File: config.mk
export PLATFORM = sky130hd
export DESIGN_NAME = keypress_ripple_grid
export DESIGN_NICKNAME = d
export VERILOG_FILES = /design/src/hw/rtl/krg_pkg.sv /design/src/hw/rtl/krg_cell.sv /design/src/hw/rtl/keypress_ripple_grid.sv
export SDC_FILE = /design/constraint.sdc
export NUM_CORES = 2
export LEC_CHECK = 0
export BUFFER_PORTS_ARGS = -buffer_cell sky130_fd_sc_hd__buf_2
export CELL_PAD_IN_SITES_DETAIL_PLACEMENT = 1
export CELL_PAD_IN_SITES_GLOBAL_PLACEMENT = 2
export CORE_AREA = 2 2 433 435
export CTS_CLUSTER_DIAMETER = 50
export CTS_CLUSTER_SIZE = 14
export DETAILED_ROUTE_END_ITERATION = 12
export DIE_AREA = 0 0 435 437
export HOLD_SLACK_MARGIN = 0.06
export PLACE_DENSITY_LB_ADDON = 0.1
export SLEW_MARGIN = 20
export SYNTH_ARGS = -nofsm -noshare
export SYNTH_HDL_FRONTEND = slang
export SYNTH_SLANG_ARGS = --single-unit
export TNS_END_PERCENT = 30
File: constraint.sdc
create_clock -name i_clk -period 39.8 [get_ports i_clk]
set_input_delay 5.97 -clock i_clk [delete_from_list [all_inputs] [get_ports i_clk]]
set_output_delay 5.97 -clock i_clk [all_outputs]
set_load 0.005 [all_outputs]
File: src/hw/rtl/krg_pkg.sv
`timescale 1ns / 1ps
// Shared types and constants for the key ripple grid.
// No dependencies; imported by krg_cell and keypress_ripple_grid.
package krg_pkg;

    localparam int MAX_CELLS = 48;
    localparam int MASK_W    = MAX_CELLS;
    localparam int IDX_W     = 6;
    localparam int LVL_W     = 4;
    localparam int CNT_W     = $clog2(MAX_CELLS + 1);
    localparam int CFG_IDX_W = 2;
    localparam int CFG_W     = 48;

    localparam logic [LVL_W-1:0] LEVEL_DONE = LVL_W'(10);
    localparam logic [LVL_W-1:0] LEVEL_LAST = LVL_W'(9);

    typedef enum logic [1:0] {
        MODE_SET   = 2'd0,
        MODE_FRAME = 2'd1,
        MODE_CLEAR = 2'd2,
        MODE_NONE  = 2'd3
    } t_mode;

    typedef enum logic [CFG_IDX_W-1:0] {
        CFG_COLUMNS = 2'd0,
        CFG_CELLS   = 2'd1,
        CFG_KEYMASK = 2'd2,
        CFG_UNUSED  = 2'd3
    } t_cfg_idx;

    // Control shared by every cell of the chain.
    typedef struct packed {
        logic             load;      // frame start: snapshot into the shift lines
        logic             capt_lr;   // shift lines hold the left/right neighbors
        logic             capt_ud;   // shift lines hold the up/down neighbors
        logic             commit;    // apply the frame
        logic             wr_en;     // single cell write
        logic             clr;       // clear all cells
        logic [IDX_W-1:0] wr_idx;
        logic [LVL_W-1:0] wr_lvl;
        logic [IDX_W-1:0] cols_m1;   // effective column count minus one
        logic [IDX_W-1:0] cell_count;
    } t_cell_ctl;

endpackage

File: src/hw/rtl/krg_cell.sv
`timescale 1ns / 1ps
// One cell of the ripple chain: level, two snapshot shift lines and column tracker.
// Depends on krg_pkg.
module krg_cell
    import krg_pkg::*;
(
    input  logic             i_clk,
    input  logic             i_rst_n,
    input  logic [IDX_W-1:0] i_index,
    input  t_cell_ctl        i_ctl,
    input  logic [LVL_W-1:0] i_lvl_lo,
    input  logic [LVL_W-1:0] i_lvl_hi,
    input  logic [LVL_W-1:0] i_dn,
    input  logic [LVL_W-1:0] i_up,
    input  logic [IDX_W-1:0] i_col_lo,
    output logic [LVL_W-1:0] o_lvl,
    output logic [LVL_W-1:0] o_dn,
    output logic [LVL_W-1:0] o_up,
    output logic [IDX_W-1:0] o_col,
    output logic             o_nz
);

    logic [LVL_W-1:0] r_lvl, n_lvl;
    logic [LVL_W-1:0] r_dn, r_up;
    logic [LVL_W-1:0] r_lft, r_rgt, r_abv, r_blw;
    logic [IDX_W-1:0] r_col, n_col;
    logic             has_left, has_right, down_ok;
    logic             wb, wr, wl, wa;
    logic [LVL_W-1:0] vb, vr, vl, va, vs;

    // Column position ripples in from the lower neighbor; cell 0 always sees a row end.
    assign n_col = (i_col_lo == i_ctl.cols_m1) ? '0 : i_col_lo + IDX_W'(1);

    assign has_left  = (r_col != '0);
    assign has_right = (r_col != i_ctl.cols_m1);
    assign down_ok   = (i_index < i_ctl.cell_count);

    always_comb begin
        // Upward write from the cell one row below.
        wb = 1'b1;
        vb = LVL_W'(2);
        unique case (r_blw)
            LVL_W'(1), LVL_W'(2): vb = LVL_W'(2);
            LVL_W'(3), LVL_W'(6): vb = LVL_W'(6);
            default:              wb = 1'b0;
        endcase
        // Leftward write from the right neighbor.
        wr = has_right;
        vr = LVL_W'(3);
        unique case (r_rgt)
            LVL_W'(1), LVL_W'(3): vr = LVL_W'(3);
            LVL_W'(5), LVL_W'(7): vr = LVL_W'(7);
            default:              wr = 1'b0;
        endcase
        // Rightward write from the left neighbor.
        wl = has_left;
        vl = LVL_W'(4);
        unique case (r_lft)
            LVL_W'(1), LVL_W'(4): vl = LVL_W'(4);
            LVL_W'(2), LVL_W'(8): vl = LVL_W'(8);
            default:              wl = 1'b0;
        endcase
        // Downward write from the cell one row above.
        wa = down_ok;
        va = LVL_W'(5);
        unique case (r_abv)
            LVL_W'(1), LVL_W'(5): va = LVL_W'(5);
            LVL_W'(4), LVL_W'(9): va = LVL_W'(9);
            default:              wa = 1'b0;
        endcase
        vs = (r_lvl > LEVEL_LAST) ? '0 : LEVEL_DONE;
    end

    // The model writes in index order, so the highest-index writer wins.
    always_comb begin
        n_lvl = r_lvl;
        if (i_ctl.clr) begin
            n_lvl = '0;
        end else if (i_ctl.wr_en) begin
            if (i_ctl.wr_idx == i_index && down_ok) begin
                n_lvl = i_ctl.wr_lvl;
            end
        end else if (i_ctl.commit) begin
            priority if (wb)              n_lvl = vb;
            else if (wr)                  n_lvl = vr;
            else if (r_lvl != '0)         n_lvl = vs;
            else if (wl)                  n_lvl = vl;
            else if (wa)                  n_lvl = va;
            else                          n_lvl = r_lvl;
        end
    end

    always_ff @(posedge i_clk) begin
        if (!i_rst_n) begin
            r_lvl <= '0;
            r_col <= '0;
        end else begin
            r_lvl <= n_lvl;
            r_col <= n_col;
        end
    end

    always_ff @(posedge i_clk) begin
        if (i_ctl.load) begin
            r_dn  <= i_lvl_lo;
            r_up  <= i_lvl_hi;
            r_abv <= '0;
            r_blw <= '0;
        end else begin
            r_dn <= i_dn;
            r_up <= i_up;
            if (i_ctl.capt_ud) begin
                r_abv <= r_dn;
                r_blw <= r_up;
            end
        end
        if (i_ctl.capt_lr) begin
            r_lft <= r_dn;
            r_rgt <= r_up;
        end
    end

    assign o_lvl = r_lvl;
    assign o_dn  = r_dn;
    assign o_up  = r_up;
    assign o_col = r_col;
    assign o_nz  = (r_lvl != '0);

endmodule

File: src/hw/rtl/keypress_ripple_grid.sv
`timescale 1ns / 1ps
// Top level of the key ripple grid: handshakes, configuration and the cell chain.
// Depends on krg_pkg and krg_cell.
//
//  Channel   Direction  Handshake                    Payload
//  input     in         i_in_valid / o_in_ready      i_mode, i_cell_index, i_level
//  result    out        o_out_valid / i_out_ready    o_lit_mask
//  config    in         i_cfg_wr_en (no wait)        i_cfg_index, i_cfg_wdata
//
// A cell write, clear or unused mode goes from the transfer straight to the result stage.
// A frame advance first walks the snapshot shift lines one cell per cycle to reach the
// row above and below, commits the frame and then goes to the result stage.
// The next item is taken once the result sits in the output register.
// Reset is synchronous, active low, clears all levels and loads the register defaults.
module keypress_ripple_grid
    import krg_pkg::*;
(
    input  logic                 i_clk,
    input  logic                 i_rst_n,
    input  logic                 i_in_valid,
    output logic                 o_in_ready,
    input  logic [1:0]           i_mode,
    input  logic [IDX_W-1:0]     i_cell_index,
    input  logic [LVL_W-1:0]     i_level,
    output logic                 o_out_valid,
    input  logic                 i_out_ready,
    output logic [MASK_W-1:0]    o_lit_mask,
    input  logic                 i_cfg_wr_en,
    input  logic [CFG_IDX_W-1:0] i_cfg_index,
    input  logic [CFG_W-1:0]     i_cfg_wdata
);

    typedef enum logic [1:0] {
        S_IDLE,
        S_RUN,
        S_EMIT
    } t_state;

    t_state            r_state;
    logic [CNT_W-1:0]  r_cnt;
    logic              r_out_valid;
    logic [MASK_W-1:0] r_lit;
    logic [IDX_W-1:0]  r_cols, r_cells;
    logic [MASK_W-1:0] r_keys;

    logic              in_fire;
    logic [IDX_W-1:0]  cols_eff;
    t_cell_ctl         ctl;
    logic [LVL_W-1:0]  w_lvl [MAX_CELLS];
    logic [LVL_W-1:0]  w_dn  [MAX_CELLS];
    logic [LVL_W-1:0]  w_up  [MAX_CELLS];
    logic [IDX_W-1:0]  w_col [MAX_CELLS];
    logic [MASK_W-1:0] w_nz;

    assign o_in_ready = (r_state == S_IDLE);
    assign in_fire    = i_in_valid && o_in_ready;
    assign cols_eff   = (r_cols == '0) ? IDX_W'(1) : r_cols;

    always_comb begin
        ctl            = '0;
        ctl.load       = in_fire && (t_mode'(i_mode) == MODE_FRAME);
        ctl.wr_en      = in_fire && (t_mode'(i_mode) == MODE_SET);
        ctl.clr        = in_fire && (t_mode'(i_mode) == MODE_CLEAR);
        ctl.capt_lr    = (r_state == S_RUN) && (r_cnt == CNT_W'(1));
        ctl.capt_ud    = (r_state == S_RUN) && (r_cnt == CNT_W'(cols_eff));
        ctl.commit     = (r_state == S_RUN) && (r_cnt == CNT_W'(MAX_CELLS));
        ctl.wr_idx     = i_cell_index;
        ctl.wr_lvl     = i_level;
        ctl.cols_m1    = cols_eff - IDX_W'(1);
        ctl.cell_count = r_cells;
    end

    for (genvar g = 0; g < MAX_CELLS; g++) begin : g_cell
        logic [LVL_W-1:0] lvl_lo, lvl_hi, dn_in, up_in;
        logic [IDX_W-1:0] col_lo;

        if (g == 0) begin : g_first
            assign lvl_lo = '0;
            assign dn_in  = '0;
            assign col_lo = ctl.cols_m1;
        end else begin : g_mid_lo
            assign lvl_lo = w_lvl[g-1];
            assign dn_in  = w_dn[g-1];
            assign col_lo = w_col[g-1];
        end
        if (g == MAX_CELLS - 1) begin : g_last
            assign lvl_hi = '0;
            assign up_in  = '0;
        end else begin : g_mid_hi
            assign lvl_hi = w_lvl[g+1];
            assign up_in  = w_up[g+1];
        end

        krg_cell u_cell (
            .i_clk    (i_clk),
            .i_rst_n  (i_rst_n),
            .i_index  (IDX_W'(g)),
            .i_ctl    (ctl),
            .i_lvl_lo (lvl_lo),
            .i_lvl_hi (lvl_hi),
            .i_dn     (dn_in),
            .i_up     (up_in),
            .i_col_lo (col_lo),
            .o_lvl    (w_lvl[g]),
            .o_dn     (w_dn[g]),
            .o_up     (w_up[g]),
            .o_col    (w_col[g]),
            .o_nz     (w_nz[g])
        );
    end

    always_ff @(posedge i_clk) begin
        if (!i_rst_n) begin
            r_cols  <= IDX_W'(12);
            r_cells <= IDX_W'(48);
            r_keys  <= '1;
        end else if (i_cfg_wr_en) begin
            unique case (t_cfg_idx'(i_cfg_index))
                CFG_COLUMNS: r_cols  <= i_cfg_wdata[IDX_W-1:0];
                CFG_CELLS:   r_cells <= i_cfg_wdata[IDX_W-1:0];
                CFG_KEYMASK: r_keys  <= i_cfg_wdata[MASK_W-1:0];
                default:     ;
            endcase
        end
    end

    always_ff @(posedge i_clk) begin
        if (!i_rst_n) begin
            r_state     <= S_IDLE;
            r_cnt       <= '0;
            r_out_valid <= 1'b0;
        end else begin
            // In the result stage the valid flag is handled below.
            if (r_out_valid && i_out_ready && r_state != S_EMIT) begin
                r_out_valid <= 1'b0;
            end
            unique case (r_state)
                S_IDLE: begin
                    if (in_fire) begin
                        if (t_mode'(i_mode) == MODE_FRAME) begin
                            r_state <= S_RUN;
                            r_cnt   <= CNT_W'(1);
                        end else begin
                            r_state <= S_EMIT;
                        end
                    end
                end
                S_RUN: begin
                    r_cnt <= r_cnt + CNT_W'(1);
                    if (r_cnt == CNT_W'(MAX_CELLS)) begin
                        r_state <= S_EMIT;
                    end
                end
                S_EMIT: begin
                    if (!r_out_valid || i_out_ready) begin
                        r_out_valid <= 1'b1;
                        r_state     <= S_IDLE;
                    end
                end
                default: r_state <= S_IDLE;
            endcase
        end
    end

    always_ff @(posedge i_clk) begin
        if (r_state == S_EMIT && (!r_out_valid || i_out_ready)) begin
            r_lit <= w_nz & r_keys;
        end
    end

    assign o_out_valid = r_out_valid;
    assign o_lit_mask  = r_lit;

`ifndef SYNTHESIS
    a_frame_start: assert property (@(posedge i_clk) disable iff (!i_rst_n)
        in_fire && i_mode == MODE_FRAME |=> r_state == S_RUN && r_cnt == CNT_W'(1))
        else $error("frame did not start its walk");

    a_short_item: assert property (@(posedge i_clk) disable iff (!i_rst_n)
        in_fire && i_mode != MODE_FRAME |=> r_state == S_EMIT)
        else $error("short item did not go straight to the result stage");

    a_cnt_range: assert property (@(posedge i_clk) disable iff (!i_rst_n)
        r_state == S_RUN |-> r_cnt >= CNT_W'(1) && r_cnt <= CNT_W'(MAX_CELLS))
        else $error("frame step counter out of range");

    a_clear_all: assert property (@(posedge i_clk) disable iff (!i_rst_n)
        in_fire && i_mode == MODE_CLEAR |=> w_nz == '0)
        else $error("clear left a cell non-zero");
`endif

endmodule
# Word-level counts from Yosys, hierarchy flattened
# Index checks and enable logic that the tools add are counted.
[word_totals]
rom_bits = 0
output_inout_bits = 50
latch_bits = 0
n_memories = 0
reg_bits = 1714
wordCells = 3079
mem_bits_rw = 0
[op_classes]
n_div = 0
n_eq_ne = 953
reduce_logical = 688
n_addsub = 48
shifts = 0
order_cmp = 96
n_mul = 0
n_mux = 908
bitwise_logic = 2
[ops]
columns = ["op", "count"]
rows = [
  ["4-bit two-way mux", 614],
  ["4-bit by 3-bit equality test with 1-bit output (second input constant)", 282],
  ["4-bit by 1-bit equality test with 1-bit output (second input constant)", 188],
  ["4-bit by 2-bit equality test with 1-bit output (second input constant)", 188],
  ["4-bit OR reduction", 188],
  ["6-bit nonzero test", 95],
  ["2-bit OR reduction", 236],
  ["4-bit equality test (second input constant)", 94],
  ["3-bit two-way mux", 94],
  ["6-bit by 1-bit adder with 6-bit output (second input constant)", 46],
  ["6-bit equality test", 46],
  ["6-bit inequality test", 45],
  ["4-bit greater-than comparator (second input constant)", 48],
  ["4-bit nonzero test", 48],
  ["1-bit two-way mux", 191],
  ["3-bit AND reduction", 50],
  ["6-bit equality test (second input constant)", 17],
  ["2-bit by 1-bit inequality test with 1-bit output (second input constant)", 51],
  ["6-bit by 5-bit equality test with 1-bit output (second input constant)", 16],
  ["5-bit by 6-bit less-than comparator with 1-bit output (first input constant)", 16],
  ["6-bit less-than comparator (first input constant)", 16],
  ["1-bit logical AND", 58],
  ["48-bit bitwise AND", 1],
  ["6-bit by 4-bit equality test with 1-bit output (second input constant)", 8],
  ["other kinds (25)", 59],
]

# Longest topological paths before layout
[logic_depth]
ltp_word = 10
mapped_depth = 17
mapped_depth_nobuf = 11

# Hierarchy
# Synthesis repeated with hierarchy kept, for this count alone.
[hier_totals]
cells_unflattened = 8531
hier_area_um2 = 87646.6
[by_module_without_submodules]
columns = ["mod", "cells_per_inst", "area_each_um2", "instances"]
rows = [
  ["krg_cell at g_cell[0].u_cell ...", 166, 1705.4, 29],
  ["krg_cell at g_cell[39].u_cell ...", 174, 1786.7, 14],
  ["krg_cell at g_cell[36].u_cell ...", 166, 1712.9, 3],
  ["keypress_ripple_grid", 439, 4531.8, 1],
  ["krg_cell at g_cell[37].u_cell ...", 172, 1752.9, 2],
]

# Worst setup path after synthesis
# No wires, ideal clock.
[synth_timing]
path_type = "register -> register"
startpoint = "reg r_state[1]"
endpoint = "reg g_cell[0].u_cell.r_rgt[0] (enable)"
arrival_ns = 31.619
slack_ns = 6.357
stages_incl_launch_ff = 4
synth_period_minus_slack_ns = 33.443
cell_sequence = "dfxtp_1 -> clkbuf_1 -> nand2b_1 -> nor4_1"
[synth_lines]
columns = ["element", "line_no", "rtl"]
rows = [
  ["start: declaration", "keypress_ripple_grid.sv:39", "t_state r_state;"],
  ["start signal: assignment", "keypress_ripple_grid.sv:129", "r_state <= S_IDLE;"],
  ["start signal: assignment", "keypress_ripple_grid.sv:141", "r_state <= S_RUN;"],
  ["start signal: assignment", "keypress_ripple_grid.sv:144", "r_state <= S_EMIT;"],
  ["end signal: assignment", "krg_cell.sv:119", "r_rgt <= r_up;"],
  ["end: declaration", "krg_cell.sv:25", "logic [LVL_W-1:0] r_lft, r_rgt, r_abv, r_blw;"],
]

# Worst setup path in the final report
[layout_timing]
startpoint = "in i_mode[1]"
endpoint = "reg g_cell[25].u_cell.r_dn[2]"
[layout_between]
elab_chain_len = 3
[layout_rtl]
columns = ["element", "line_no", "rtl"]
rows = [
  ["start: declaration", "keypress_ripple_grid.sv:22", "input logic [1:0] i_mode,"],
  ["2-bit by 1-bit equality test with 1-bit output", "keypress_ripple_grid.sv:61", "ctl.load = in_fire && (t_mode'(i_mode) == MODE_FRAME);"],
  ["1-bit logical AND", "keypress_ripple_grid.sv:61", ""],
  ["4-bit two-way mux", "krg_cell.sv:104", "if (i_ctl.load) begin"],
  ["end signal: assignment", "krg_cell.sv:105", "r_dn <= i_lvl_lo;"],
  ["end signal: assignment", "krg_cell.sv:110", "r_dn <= i_dn;"],
  ["end: declaration", "krg_cell.sv:24", "logic [LVL_W-1:0] r_dn, r_up;"],
]
# Every way passes these cells.
# A chain may end at the register's enable or synchronous reset.

==> flow_summary_export.csv <==
group,metric,value,unit
power_and_ir_drop,p_leak,31.9,nW
power_and_ir_drop,p_int,2.83,mW
cts,htreeDepth,4,
place,placed_cells,10600,
timing,maxSlewViolCount,0,
route,wl_per_cell,25.5,um
synth,syn_area_per_cell,8.98,um2
power_and_ir_drop,power_frac_seq,46.4,%
grt,groute.usage.overall,28.8,%
grt,grt_pass1_vias,62300,
synth,synthCells,8230,
route,vias,61600,
power_and_ir_drop,ir_worst_vdd,0.0000363,V
synth,synth_top_area_cell,"dfxtp_1",
worst_setup_path,worst-path-max-fanout,84,
route,dr.pass1.iters,5,
synth,synthFlopType,"dfxtp_1",
timing,fin_crit_sh,23.1,%
cts,cts_resized,0,
synth,ys_top_cells_by_area,"dfxtp_1 (35%), edfxtp_1 (15%), nand2_1 (10%), xnor2_1 (4.1%), a21oi_1 (3.9%)",
cts,cts_hold_buf,0,
cts,clk_pin_slew,0.06,ns
synth,yosysSeqAreaShare,50.0,%
worst_setup_path,cp.required,40.58,ns
cts,cts_sinks,1657,
floorplanning,rows,158,
cts,cts_tree,"yes",
place,gp_congestion,0.888,
worst_setup_path,worstSetupPathType,"in2reg",
worst_setup_path,end_kind,"flip-flop",
cts,cts_buffers,183,
route,viasPerCell,5.62,
route,route.antenna.remaining_nets,0,
synth,synthMostInstantiatedCell,"nand2_1",
floorplanning,ioPinCount,117,
floorplanning,coreArea,0.185,mm2
floorplanning,dieArea,0.190,mm2
timing,tns,0,ns
power_and_ir_drop,p_sw,985,uW
grt,met1_usage,38.2,%
synth,synth_cell_types,111,
place,placed_area,0.0774,mm2
timing,worstMarginPinSlew,1.22,ns
route,drcViolationCount,0,
power_and_ir_drop,p_clk_share,47.0,%
cells_and_area,design_area,0.0838,mm2
power_and_ir_drop,sw_frac_of_total,25.8,%
grt,grt.met3_usage,3.58,%
synth,async_flop_share,0,%
timing,relSlewSlack,18.4,%
synth,yosysWarnings,0,
power_and_ir_drop,finalPower,3.82,mW
grt,use_met2,47.7,%
synth,synth_edf_count,377,
cts,insertion_delay,0.85,ns
cells_and_area,drive_above_1_share,9.09,%
outcome,status,"finished, final reports clean",
cells_and_area,nNetsFinal,8451,
worst_hold_path,hold_class,"reg2reg",
cts,postCtsSetupRepairBufs,0,
synth,syn-num-nets,8392,
route,drt_iter0_drc,4094,
cts,clock_path_buffers,3,
worst_setup_path,cp_data_arrival_time,9.99,ns
timing,skew,0.0297,ns
floorplanning,fp.dieW,435,um
timing,rsz0062_at_grt,"no",
synth,syn_area,0.0739,mm2
grt,grt_pass1_wl,413000,um
timing,setup_viol,0,
floorplanning,initial_core_util,39.9,%
worst_setup_path,start_kind,"input port",
grt,busiest_layer,"met2",
power_and_ir_drop,share_comb_of_total_power,6.6,%
timing,hold_viol_final,0,
synth,synth.top_cell.area_share,34.7,%
route,finalWirelength,279000,um
place,dp.final_hpwl,191000,um
timing,final_period_minus_worst_setup_slack,9.21,ns
grt,antenna_found_initial,21,
cells_and_area,fin_cells,10900,
floorplanning,die_height,437,um
cts,clockRootBuffer,"clkbuf_16",
cells_and_area,area_growth,13.4,%
place,port_buffers,116,
grt,grt_max_degree,169,
timing,max_freq,109,MHz
synth,ys_seq_elements,1657,
power_and_ir_drop,power_density,45.6,mW/mm2
synth,synth_commonest_cells,"nand2_1 (2,025), dfxtp_1 (1,280), nor2_1 (608), a21oi_1 (575), edfxtp_1 (377)",
flow_run,cap_viol_max_count,0,
grt,grt.overflow.total,0,
==> per-stage QoR <==
step / setup WS [ns] / hold WS (ns) / util, %
global placement: 29.77 / 0.422 / 41.8
detailed placement: 29.67 / 0.426 / 41.8
global route: 30.34 / 0.454 / 45.3
floorplan: 6.36 / 0.400 / -
CTS: 30.57 / 0.437 / 45.3
finish: 30.59 / 0.438 / 45.3
==> final timing paths <==
check,start,end,slack [ns],cells past startpoint
worst min register to register,g_cell[1].u_cell.o_col[0],g_cell[2].u_cell.o_col[0],0.44,1
worst max register to register,r_cols[2],g_cell[1].u_cell.o_lvl[0],34.38,14
worst max-delay path,i_mode[1],g_cell[25].u_cell.o_dn[2],30.59,8
worst min-delay path,g_cell[1].u_cell.o_col[0],g_cell[2].u_cell.o_col[0],0.44,1
==> cell type report <==
class	count	area [um2]
diodes	14	35.0
flip-flops and latches	1657	36900
inverters	210	790
clock inverters	131	1430
multi-input cells	5994	34900
fillers	21200	101000
repair buffers	243	1660
well taps	2480	3100
clock buffers	216	4940
==> layer usage <==
metal	vias up	share of wire, %
met2	1378	47
li1	28700	-
met4	0	4.0
met1	31000	45
met5	-	0
met3	480	4.1
==> registers in the layout, summed over array words and instances (netlist names) <==
register             count
g_cell.u_cell.o_lvl    192
g_cell.u_cell.r_abv    188
r_cols                   6
g_cell.u_cell.o_up     188
r_cnt                    6
g_cell.u_cell.r_blw    188
g_cell.u_cell.r_lft    188
g_cell.u_cell.r_rgt    141
r_state                  2
o_out_valid              1
g_cell.u_cell.o_dn     188
r_cells                  6
o_lit_mask              48
r_keys                  48
g_cell.u_cell.o_col    267
==> worst max-delay path, stage by stage <==
cell and delay (ns):
buf_2 0.24, nor2b_1 0.38, and3_4 0.60, buf_4 0.64
buf_4 0.74, buf_4 0.87, nand2_1 0.20, nand2_1 0.11
==> power by group through the flow <==
stage          Combinational, mW  Sequential (mW)  Clock [mW]
6_report                   0.251             1.77        1.80
5_1_grt                    0.270             1.77        1.90
4_1_cts                    0.250             1.77        1.83
3_5_place_dp               0.248             1.81           0
3_3_place_gp               0.242             1.81           0
2_1_floorplan              0.156             1.80           0
==> placed cells by master, fill, tap and decap left out, types with 37 or more instances in the layout <==
| master | Yosys | final |
|---|---|---|
| a211oi_1 | 116 | 116 |
| a21o_1 | 39 | 39 |
| a21oi_1 | 575 | 574 |
| a31oi_1 | 80 | 80 |
| and2_1 | 44 | 44 |
| and3_1 | 71 | 68 |
| buf_2 | 62 | 115 |
| buf_4 | 13 | 119 |
| clkbuf_16 | 0 | 191 |
| dfxtp_1 | 1280 | 1277 |
| edfxtp_1 | 377 | 377 |
| ha_1 | 95 | 93 |
| inv_1 | 207 | 207 |
| mux2i_1 | 64 | 64 |
| nand2_1 | 2025 | 2021 |
| nand2b_1 | 83 | 82 |
| nand3_1 | 197 | 196 |
| nand3b_1 | 43 | 43 |
| nor2_1 | 608 | 602 |
| nor2b_1 | 117 | 117 |
| nor3_1 | 115 | 111 |
| nor4_1 | 109 | 96 |
| nor4b_1 | 84 | 84 |
| o211ai_1 | 37 | 37 |
| o21ai_0 | 227 | 224 |
| o31ai_1 | 56 | 56 |
| xnor2_1 | 346 | 344 |
| xor2_1 | 219 | 219 |
==> cells by family (layout without fill, tap and decap cells) <==
group           count (synthesis)  in the layout  share of synthesized area, %
buf+inv                       579            800                          3.22
flops                        1657           1657                          50.0
compound gates               1530           1530                          14.2
fa+ha+maj                      95             95                          1.61
mux                            70             70                         0.958
other cells                     0             14                             0
simple gates                 3717           3717                          22.8
xor+xnor                      582            582                          7.20
No activity file was read; power rests on OpenSTA's default activity.
